<file path="src/rtl/longest_distinct_byte_run_macros.svh">
// ----------------------------------------------------------------------------
// Assertion macros
// Shared concurrent assertion forms for the distinct-byte run block.
// ----------------------------------------------------------------------------
`ifndef LONGEST_DISTINCT_BYTE_RUN_MACROS_SVH
`define LONGEST_DISTINCT_BYTE_RUN_MACROS_SVH

// same-cycle implication
`define LDBR_ASSERT_NOW(label, clk, rst, ante, cons, msg) \
   label: assert property (@(posedge clk) disable iff (rst) (ante) |-> (cons)) \
      else $error(msg);

// next-cycle implication
`define LDBR_ASSERT_NEXT(label, clk, rst, ante, cons, msg) \
   label: assert property (@(posedge clk) disable iff (rst) (ante) |=> (cons)) \
      else $error(msg);

`endif

</file>
<file path="src/rtl/ldbr_pkg.sv">
// ----------------------------------------------------------------------------
// ldbr_pkg
// Fixed widths and constants of the distinct-byte run block.
// ----------------------------------------------------------------------------
package ldbr_pkg;

   localparam int BYTE_BITS   = 8;
   localparam int TABLE_DEPTH = 1 << BYTE_BITS;
   localparam int OUT_BITS    = 16;
   localparam int OUT_MAX     = (1 << OUT_BITS) - 1;

   typedef logic [BYTE_BITS-1:0] byte_type;
   typedef logic [OUT_BITS-1:0]  out_type;

endpackage

</file>
<file path="src/rtl/ldbr_ram.sv">
// ----------------------------------------------------------------------------
// ldbr_ram
// Generic single-write, single-read RAM with registered read data.
// ----------------------------------------------------------------------------
module ldbr_ram #(
   parameter int WIDTH = 16,
   parameter int DEPTH = 256
) (
   input  logic                     clock,
   input  logic                     wr_en,
   input  logic [$clog2(DEPTH)-1:0] wr_addr,
   input  logic [WIDTH-1:0]         wr_data,
   input  logic                     rd_en,
   input  logic [$clog2(DEPTH)-1:0] rd_addr,
   output logic [WIDTH-1:0]         rd_data
);

   logic [WIDTH-1:0] mem_ff [DEPTH];
   logic [WIDTH-1:0] rd_data_ff;

   always_ff @(posedge clock) begin
      if (wr_en) begin
         mem_ff[wr_addr] <= wr_data;
      end
      if (rd_en) begin
         rd_data_ff <= mem_ff[rd_addr];
      end
   end

   assign rd_data = rd_data_ff;

endmodule

</file>
<file path="src/rtl/longest_distinct_byte_run.sv">
// ----------------------------------------------------------------------------
// longest_distinct_byte_run
// Longest run of pairwise distinct bytes ending at each byte of a stream.
// ----------------------------------------------------------------------------
// Usage:
//   req_ channel carries one byte per transfer; req_start_req marks the first
//   byte of a new string and clears the history before that byte is handled.
//   rsp_ channel returns one result per byte, in order: run length ending at
//   the byte, longest run so far in the string, and the sticky overflow flag.
//   Throughput: one byte per cycle while results are taken. The last-position
//   table is a 256-entry RAM with one read and one write port; the read is
//   issued at the input transfer and the write-back as the byte leaves the
//   lookup stage, with the most recent write forwarded so back-to-back repeats
//   of a byte are handled. A byte goes through the lookup and result registers.
//   Reset (synchronous, active high) clears the seen flags, window start,
//   position, best length and overflow flag at once; the first string begins
//   at reset. No clearing pass is needed.
//   When the receiver stalls, the result register holds and the input keeps
//   taking one more byte into the lookup stage, then req_ready drops.
// ----------------------------------------------------------------------------
`include "longest_distinct_byte_run_macros.svh"

module longest_distinct_byte_run #(
   parameter int POS_BITS = 16
) (
   input  logic                           clock,
   input  logic                           reset,
   input  logic                           req_valid,
   output logic                           req_ready,
   input  ldbr_pkg::byte_type             req_data_byte,
   input  logic                           req_start_req,
   output logic                           rsp_valid,
   input  logic                           rsp_ready,
   output ldbr_pkg::out_type              rsp_run_length,
   output ldbr_pkg::out_type              rsp_longest,
   output logic                           rsp_overflow
);

   localparam int RUN_BITS = POS_BITS + 1;
   localparam int EXT_BITS = (RUN_BITS > ldbr_pkg::OUT_BITS) ? RUN_BITS
                                                            : ldbr_pkg::OUT_BITS + 1;
   localparam logic [POS_BITS-1:0] POS_MAX = {POS_BITS{1'b1}};
   localparam logic [POS_BITS-1:0] POS_ONE = POS_BITS'(1);
   localparam logic [RUN_BITS-1:0] RUN_ONE = RUN_BITS'(1);

   // lookup stage
   logic                       s1_valid_ff;
   ldbr_pkg::byte_type         s1_byte_ff;
   logic                       s1_start_ff;
   logic                       s1_adv;
   logic                       s1_fire;
   logic                       req_fire;

   // string state
   logic [ldbr_pkg::TABLE_DEPTH-1:0] seen_ff, seen_in;
   logic [POS_BITS-1:0]        window_start_ff, window_start_in;
   logic [POS_BITS-1:0]        position_ff, position_in;
   logic [RUN_BITS-1:0]        best_ff, best_in;
   logic                       ovf_ff, ovf_in;

   // forwarding of the latest table write
   logic                       fwd_valid_ff;
   ldbr_pkg::byte_type         fwd_byte_ff;
   logic [POS_BITS-1:0]        fwd_pos_ff;

   // result register
   logic                       rsp_valid_ff;
   ldbr_pkg::out_type          run_out_ff, run_out_in;
   ldbr_pkg::out_type          best_out_ff, best_out_in;
   logic                       ovf_out_ff;

   logic [POS_BITS-1:0]        ram_rd_data;
   logic [POS_BITS-1:0]        pos_cur, ws_cur, last_pos, ws_hit, ws_sel;
   logic [RUN_BITS-1:0]        best_cur, run;
   logic [POS_BITS:0]          next_start;
   logic                       full, seen_hit;
   logic [EXT_BITS-1:0]        run_ext, best_ext;

   assign s1_adv    = !rsp_valid_ff || rsp_ready;
   assign s1_fire   = s1_valid_ff && s1_adv;
   assign req_ready = !s1_valid_ff || s1_adv;
   assign req_fire  = req_valid && req_ready;

   ldbr_ram #(
      .WIDTH (POS_BITS),
      .DEPTH (ldbr_pkg::TABLE_DEPTH)
   ) u_last_pos (
      .clock   (clock),
      .wr_en   (s1_fire),
      .wr_addr (s1_byte_ff),
      .wr_data (pos_cur),
      .rd_en   (req_fire),
      .rd_addr (req_data_byte),
      .rd_data (ram_rd_data)
   );

   always_comb begin
      pos_cur  = s1_start_ff ? '0 : position_ff;
      ws_cur   = s1_start_ff ? '0 : window_start_ff;
      best_cur = s1_start_ff ? '0 : best_ff;
      full     = (pos_cur == POS_MAX);
      ovf_in   = (s1_start_ff ? 1'b0 : ovf_ff) | full;

      last_pos = (fwd_valid_ff && (fwd_byte_ff == s1_byte_ff)) ? fwd_pos_ff : ram_rd_data;
      seen_hit = !s1_start_ff && seen_ff[s1_byte_ff] && (last_pos >= ws_cur);

      next_start = {1'b0, last_pos} + RUN_ONE;
      ws_hit     = (next_start > {1'b0, pos_cur}) ? pos_cur : next_start[POS_BITS-1:0];
      ws_sel     = seen_hit ? ws_hit : ws_cur;
      window_start_in = (ws_sel > pos_cur) ? pos_cur : ws_sel;

      run     = {1'b0, pos_cur} - {1'b0, window_start_in} + RUN_ONE;
      best_in = (run > best_cur) ? run : best_cur;

      position_in = full ? pos_cur : pos_cur + POS_ONE;

      seen_in = s1_start_ff ? '0 : seen_ff;
      seen_in[s1_byte_ff] = 1'b1;

      run_ext     = EXT_BITS'(run);
      best_ext    = EXT_BITS'(best_in);
      run_out_in  = (run_ext > EXT_BITS'(ldbr_pkg::OUT_MAX)) ? '1
                                                            : run_ext[ldbr_pkg::OUT_BITS-1:0];
      best_out_in = (best_ext > EXT_BITS'(ldbr_pkg::OUT_MAX)) ? '1
                                                             : best_ext[ldbr_pkg::OUT_BITS-1:0];
   end

   always_ff @(posedge clock) begin
      if (reset) begin
         s1_valid_ff     <= 1'b0;
         rsp_valid_ff    <= 1'b0;
         fwd_valid_ff    <= 1'b0;
         seen_ff         <= '0;
         window_start_ff <= '0;
         position_ff     <= '0;
         best_ff         <= '0;
         ovf_ff          <= 1'b0;
      end else begin
         if (req_ready) begin
            s1_valid_ff <= req_valid;
         end
         if (s1_fire) begin
            rsp_valid_ff    <= 1'b1;
            fwd_valid_ff    <= 1'b1;
            seen_ff         <= seen_in;
            window_start_ff <= window_start_in;
            position_ff     <= position_in;
            best_ff         <= best_in;
            ovf_ff          <= ovf_in;
         end else if (rsp_ready) begin
            rsp_valid_ff <= 1'b0;
         end
      end
   end

   always_ff @(posedge clock) begin
      if (req_fire) begin
         s1_byte_ff  <= req_data_byte;
         s1_start_ff <= req_start_req;
      end
      if (s1_fire) begin
         fwd_byte_ff <= s1_byte_ff;
         fwd_pos_ff  <= pos_cur;
         run_out_ff  <= run_out_in;
         best_out_ff <= best_out_in;
         ovf_out_ff  <= ovf_in;
      end
   end

   assign rsp_valid      = rsp_valid_ff;
   assign rsp_run_length = run_out_ff;
   assign rsp_longest    = best_out_ff;
   assign rsp_overflow   = ovf_out_ff;

   `LDBR_ASSERT_NOW(a_run_nonzero, clock, reset, rsp_valid_ff, run_out_ff != '0, "run length zero")
   `LDBR_ASSERT_NOW(a_run_le_best, clock, reset, rsp_valid_ff,
                    run_out_ff <= best_out_ff, "run above best")
   `LDBR_ASSERT_NOW(a_stall_blocks, clock, reset, s1_valid_ff && !s1_adv,
                    !req_ready, "lookup overrun")
   `LDBR_ASSERT_NOW(a_ovf_pos_full, clock, reset, ovf_ff,
                    position_ff == POS_MAX, "overflow without full position")
   `LDBR_ASSERT_NOW(a_ws_le_pos, clock, reset, 1'b1,
                    window_start_ff <= position_ff, "window start past position")

endmodule

</file>
<file path="config.mk">
export PLATFORM = sky130hd
export DESIGN_NAME = longest_distinct_byte_run
export DESIGN_NICKNAME = d
export VERILOG_FILES = /design/src/rtl/ldbr_pkg.sv /design/src/rtl/ldbr_ram.sv /design/src/rtl/longest_distinct_byte_run.sv
export VERILOG_INCLUDE_DIRS = /design/src /design/src/rtl
export SDC_FILE = /design/constraint.sdc
export NUM_CORES = 2
export LEC_CHECK = 0
export ABC_CLOCK_PERIOD_IN_PS = 29700
export BUFFER_PORTS_ARGS = -buffer_cell sky130_fd_sc_hd__buf_4
export CORE_MARGIN = 4
export CORE_UTILIZATION = 45
export CTS_CLUSTER_SIZE = 20
export DETAILED_ROUTE_END_ITERATION = 7
export SYNTH_ARGS = -nofsm -noshare
export SYNTH_HDL_FRONTEND = slang
export SYNTH_SLANG_ARGS = --single-unit
</file>
<file path="constraint.sdc">
create_clock -name clock -period 29.7 [get_ports clock]
set_input_delay 2.97 -clock clock [delete_from_list [all_inputs] [get_ports clock]]
set_output_delay 2.97 -clock clock [all_outputs]
set_load 0.01 [all_outputs]
</file>
==> results.sh <==
export IMPL_final_cell_mix="4178 x edfxtp_1, 1406 x mux4_2, 461 x clkbuf_16"
export IMPL_tns_ps=0
export IMPL_max_cap_violations=0
export IMPL_synthTopCellsByArea="edfxtp_1 72%, mux4_2 18%, dfxtp_1 3.5%"
export IMPL_synth_edf_count=4178
export IMPL_layout_min_cycle_time_ps=13710
export IMPL_worstPathArrival_ps=14430
export IMPL_gp_congestion=0.838
export IMPL_wl_per_cell_um=33.2
export IMPL_crit_type="register to register"
export IMPL_postCtsSetupBuffers=0
export IMPL_worst_pin_slew_ps=1330
export IMPL_fill_cells=30203
export IMPL_die_area_mm2=0.399
export IMPL_syn2layout_area_growth_pct=13.0
export IMPL_status="complete, no violations"
export IMPL_synth_top_area_cell="edfxtp_1"
export IMPL_syn_nets=8207
export IMPL_vias=86072
export IMPL_dr_pass1_iters=6
export IMPL_layout_nets=8582
export IMPL_ant_nets=0
export IMPL_place_port_buffers=47
export IMPL_yosysTopAreaCellShare_pct=71.6
export IMPL_relSlewSlack_pct=11.6
export IMPL_ys_ff_latch=4487
export IMPL_dp_cells=13198
export IMPL_h_tree_depth=5
export IMPL_critPathLaunch="s1_byte_ff[2]"
export IMPL_die_w_um=632
export IMPL_postSynthCellCount=8097
export IMPL_max_freq_mhz=72.9
export IMPL_critPathMaxFanout=38
export IMPL_vdd_drop_max_mv=0.0569
export IMPL_io_pins=48
export IMPL_crit_slowest_cell="edfxtp_1"
export IMPL_layoutNonFillerInstCount=14042
export IMPL_num_rows=228
export IMPL_clockBufferDepth=4
export IMPL_hp_class="register to register"
export IMPL_holdBufCountCts=0
export IMPL_grt_max_degree=193
export IMPL_wirelength_mm=466
export IMPL_p_leak_nw=68.9
export IMPL_max_stage_delay_ps=910
export IMPL_hold_viol=0
export IMPL_cpMostUsedCell="ha_1"
export IMPL_cp_start_kind="register"
export IMPL_core_area_mm2=0.387
export IMPL_r2r_slack_ps=15990
export IMPL_crit_end="rsp_longest[4]"
export IMPL_r2r_start="s1_byte_ff[2]"
export IMPL_root_buffer="clkbuf_16"
export IMPL_grt_usage_pct=23.2
export IMPL_power_density_mw_per_mm2=66.0
export IMPL_start_util_pct=45.3
export IMPL_synth_distinct_cells=76
export IMPL_route_detailed_drc=0
export IMPL_cts_resized=0
export IMPL_reg2reg_to="rsp_longest[4]"
export IMPL_grt_overflow_total=0
export IMPL_rsz0062_at_grt="false"
export IMPL_antenna_found_initial=33
export IMPL_grt_pass1_vias=86672
export IMPL_power_mw=13.1
export IMPL_finalClockSkew_ps=63.4
export IMPL_avgSynthCellArea_um2=21.6
export IMPL_worst_ep_required_time_ps=30420
export IMPL_cts_sinks=4487
export IMPL_worst_r2r_path_depth=46
export IMPL_die_y_um=632
export IMPL_seq_area_frac_synth_pct=75.1
export IMPL_cts_tree="built"
export IMPL_final_common_cell="edfxtp_1"
export IMPL_clkSlewWorstSetupHoldPaths_ps=60
export IMPL_synth_ff_type="edfxtp_1"
export IMPL_cts_made_buffers=446
export IMPL_final_layout_size_suffix_gt1_share_pct=30.1
export IMPL_synthArstFlopShare_pct=0
export IMPL_insertion_delay_ps=990
export IMPL_report_final_slew_viol_count=0
export IMPL_vias_per_cell=6.13
export IMPL_yosys_warnings=0
export IMPL_dp_final_hpwl_mm=266
export IMPL_drtIter0Drc=11473
export IMPL_setup_viol=0
export IMPL_fin_crit_sh_pct=46.2
export IMPL_syn_cell_area_mm2=0.175
export IMPL_grt_pass1_wl_mm=661
export IMPL_whs_path_depth=2
export IMPL_cp_end_kind="register"
==> per-layer routing <==
metal  vias up  track usage [%]  wire length (um)
met1     46811             33.3            190000
met4         6             6.34             13600
met3       664             3.99             37500
met5         -                0                31
met2      3862             37.0            225000
li1      34729                -                 -
==> Yosys cell counts (5+ instances only) <==
cell type     n
inv_1        35
nand4_1      32
and3_1       23
o211ai_1      9
a221oi_1      5
nor3_1       22
dfxtp_1     309
buf_1        95
a21oi_1     329
xor2_1        7
mux2_1        5
a21o_1       28
o31ai_1       9
nand2_1     127
xnor2_1      40
mux2_2       23
nand3_1      46
clkbuf_1    313
o22ai_1       8
nor2_1      589
o21ai_0      23
o21a_1        7
a221o_1       8
buf_4         8
ha_1         96
and2_1        5
mux2i_1      71
edfxtp_1   4178
or3_1         6
a211oi_1     13
nand3b_1      5
buf_2        44
a31oi_1       6
nor2b_1      30
a22oi_1       6
a2111oi_2    10
mux4_2     1406
nor4_1        8
nor3b_1       5
buf_6         6
nand2b_1     32
==> stage by stage <==
stage | setup WS (ps) | util [%] | instance area, um^2 | hold WS [ps]
6_report | 15990 | 51.2 | 198000 | 478
5_1_grt | 15060 | 51.2 | 198000 | 502
4_1_cts | 16030 | 51.2 | 198000 | 479
3_5_place_dp | 16110 | 47.5 | 184000 | 465
3_3_place_gp | 16200 | 47.5 | 184000 | 462
2_1_floorplan | 12690 | - | 175000 | 421
==> worst min path at each step <==
| stage | start | to | slack [ps] |
|---|---|---|---|
| after floorplan | s1_byte_ff[1] | fwd_byte_ff[1] | 420 |
| after global placement | seen_ff[136] | seen_ff[136] | 460 |
| after detailed placement | fwd_valid_ff | fwd_valid_ff | 460 |
| after CTS | fwd_valid_ff | fwd_valid_ff | 480 |
| after global routing | seen_ff[72] | seen_ff[72] | 500 |
| final | fwd_valid_ff | fwd_valid_ff | 480 |
==> state kept, by name, indices dropped and copies added (netlist names), 8 cells and up <==
signal,flops
window_start_ff,16
best_ff,17
fwd_pos_ff,16
u_last_pos.mem_ff,4096
rsp_longest,16
fwd_byte_ff,8
seen_ff,256
position_ff,16
rsp_run_length,16
s1_byte_ff,8
u_last_pos.rd_data,16
==> critical path: cells and delay by family (launching register included) <==
family,cells,cell delay (ps)
and+or+nand+nor,14,4010
AOI/OAI and AO/OA,17,4590
DFF,1,910
xor gates and xnor gates,2,440
muxes,3,690
adders and majority gates,6,1860
buffers and inverters,4,910
==> area by class of cell <==
class / count / area, um^2 / share of cell area, %
Antenna cell: 13 / 32.5 / 0.0164
Clock buffer: 604 / 12400 / 6.24
Timing Repair Buffer: 393 / 3150 / 1.59
Multi-Input combinational cell: 3108 / 42300 / 21.4
Sequential cell: 4487 / 132000 / 66.5
Tap cell: 5175 / 6470 / 3.27
Clock inverter: 226 / 1750 / 0.884
Inverter: 36 / 181 / 0.0917
==> power by group <==
| part | total [mW] | leakage [nW] | switching [mW] | internal [mW] |
|---|---|---|---|---|
| logic | 0.743 | 14.3 | 0.465 | 0.278 |
| clock network | 5.44 | 6.93 | 2.36 | 3.08 |
| registers | 6.88 | 47.6 | 0.0178 | 6.87 |
==> kinds of logic (layout without fill, tap and decap cells) <==
group                      after synthesis  count (layout)  share of synthesized area, %
DFF                                   4487            4487                          75.1
muxes                                 1505            1505                          18.7
and+or+nand+nor                        953             953                          2.37
AOI/OAI and AO/OA                      505             505                          1.74
buffers and inverters                  502            1259                          1.15
adders and majority gates               97              97                         0.697
xor gates and xnor gates                48              48                         0.248
other                                    0              13                             0
(Power assumes the default switching activity.)
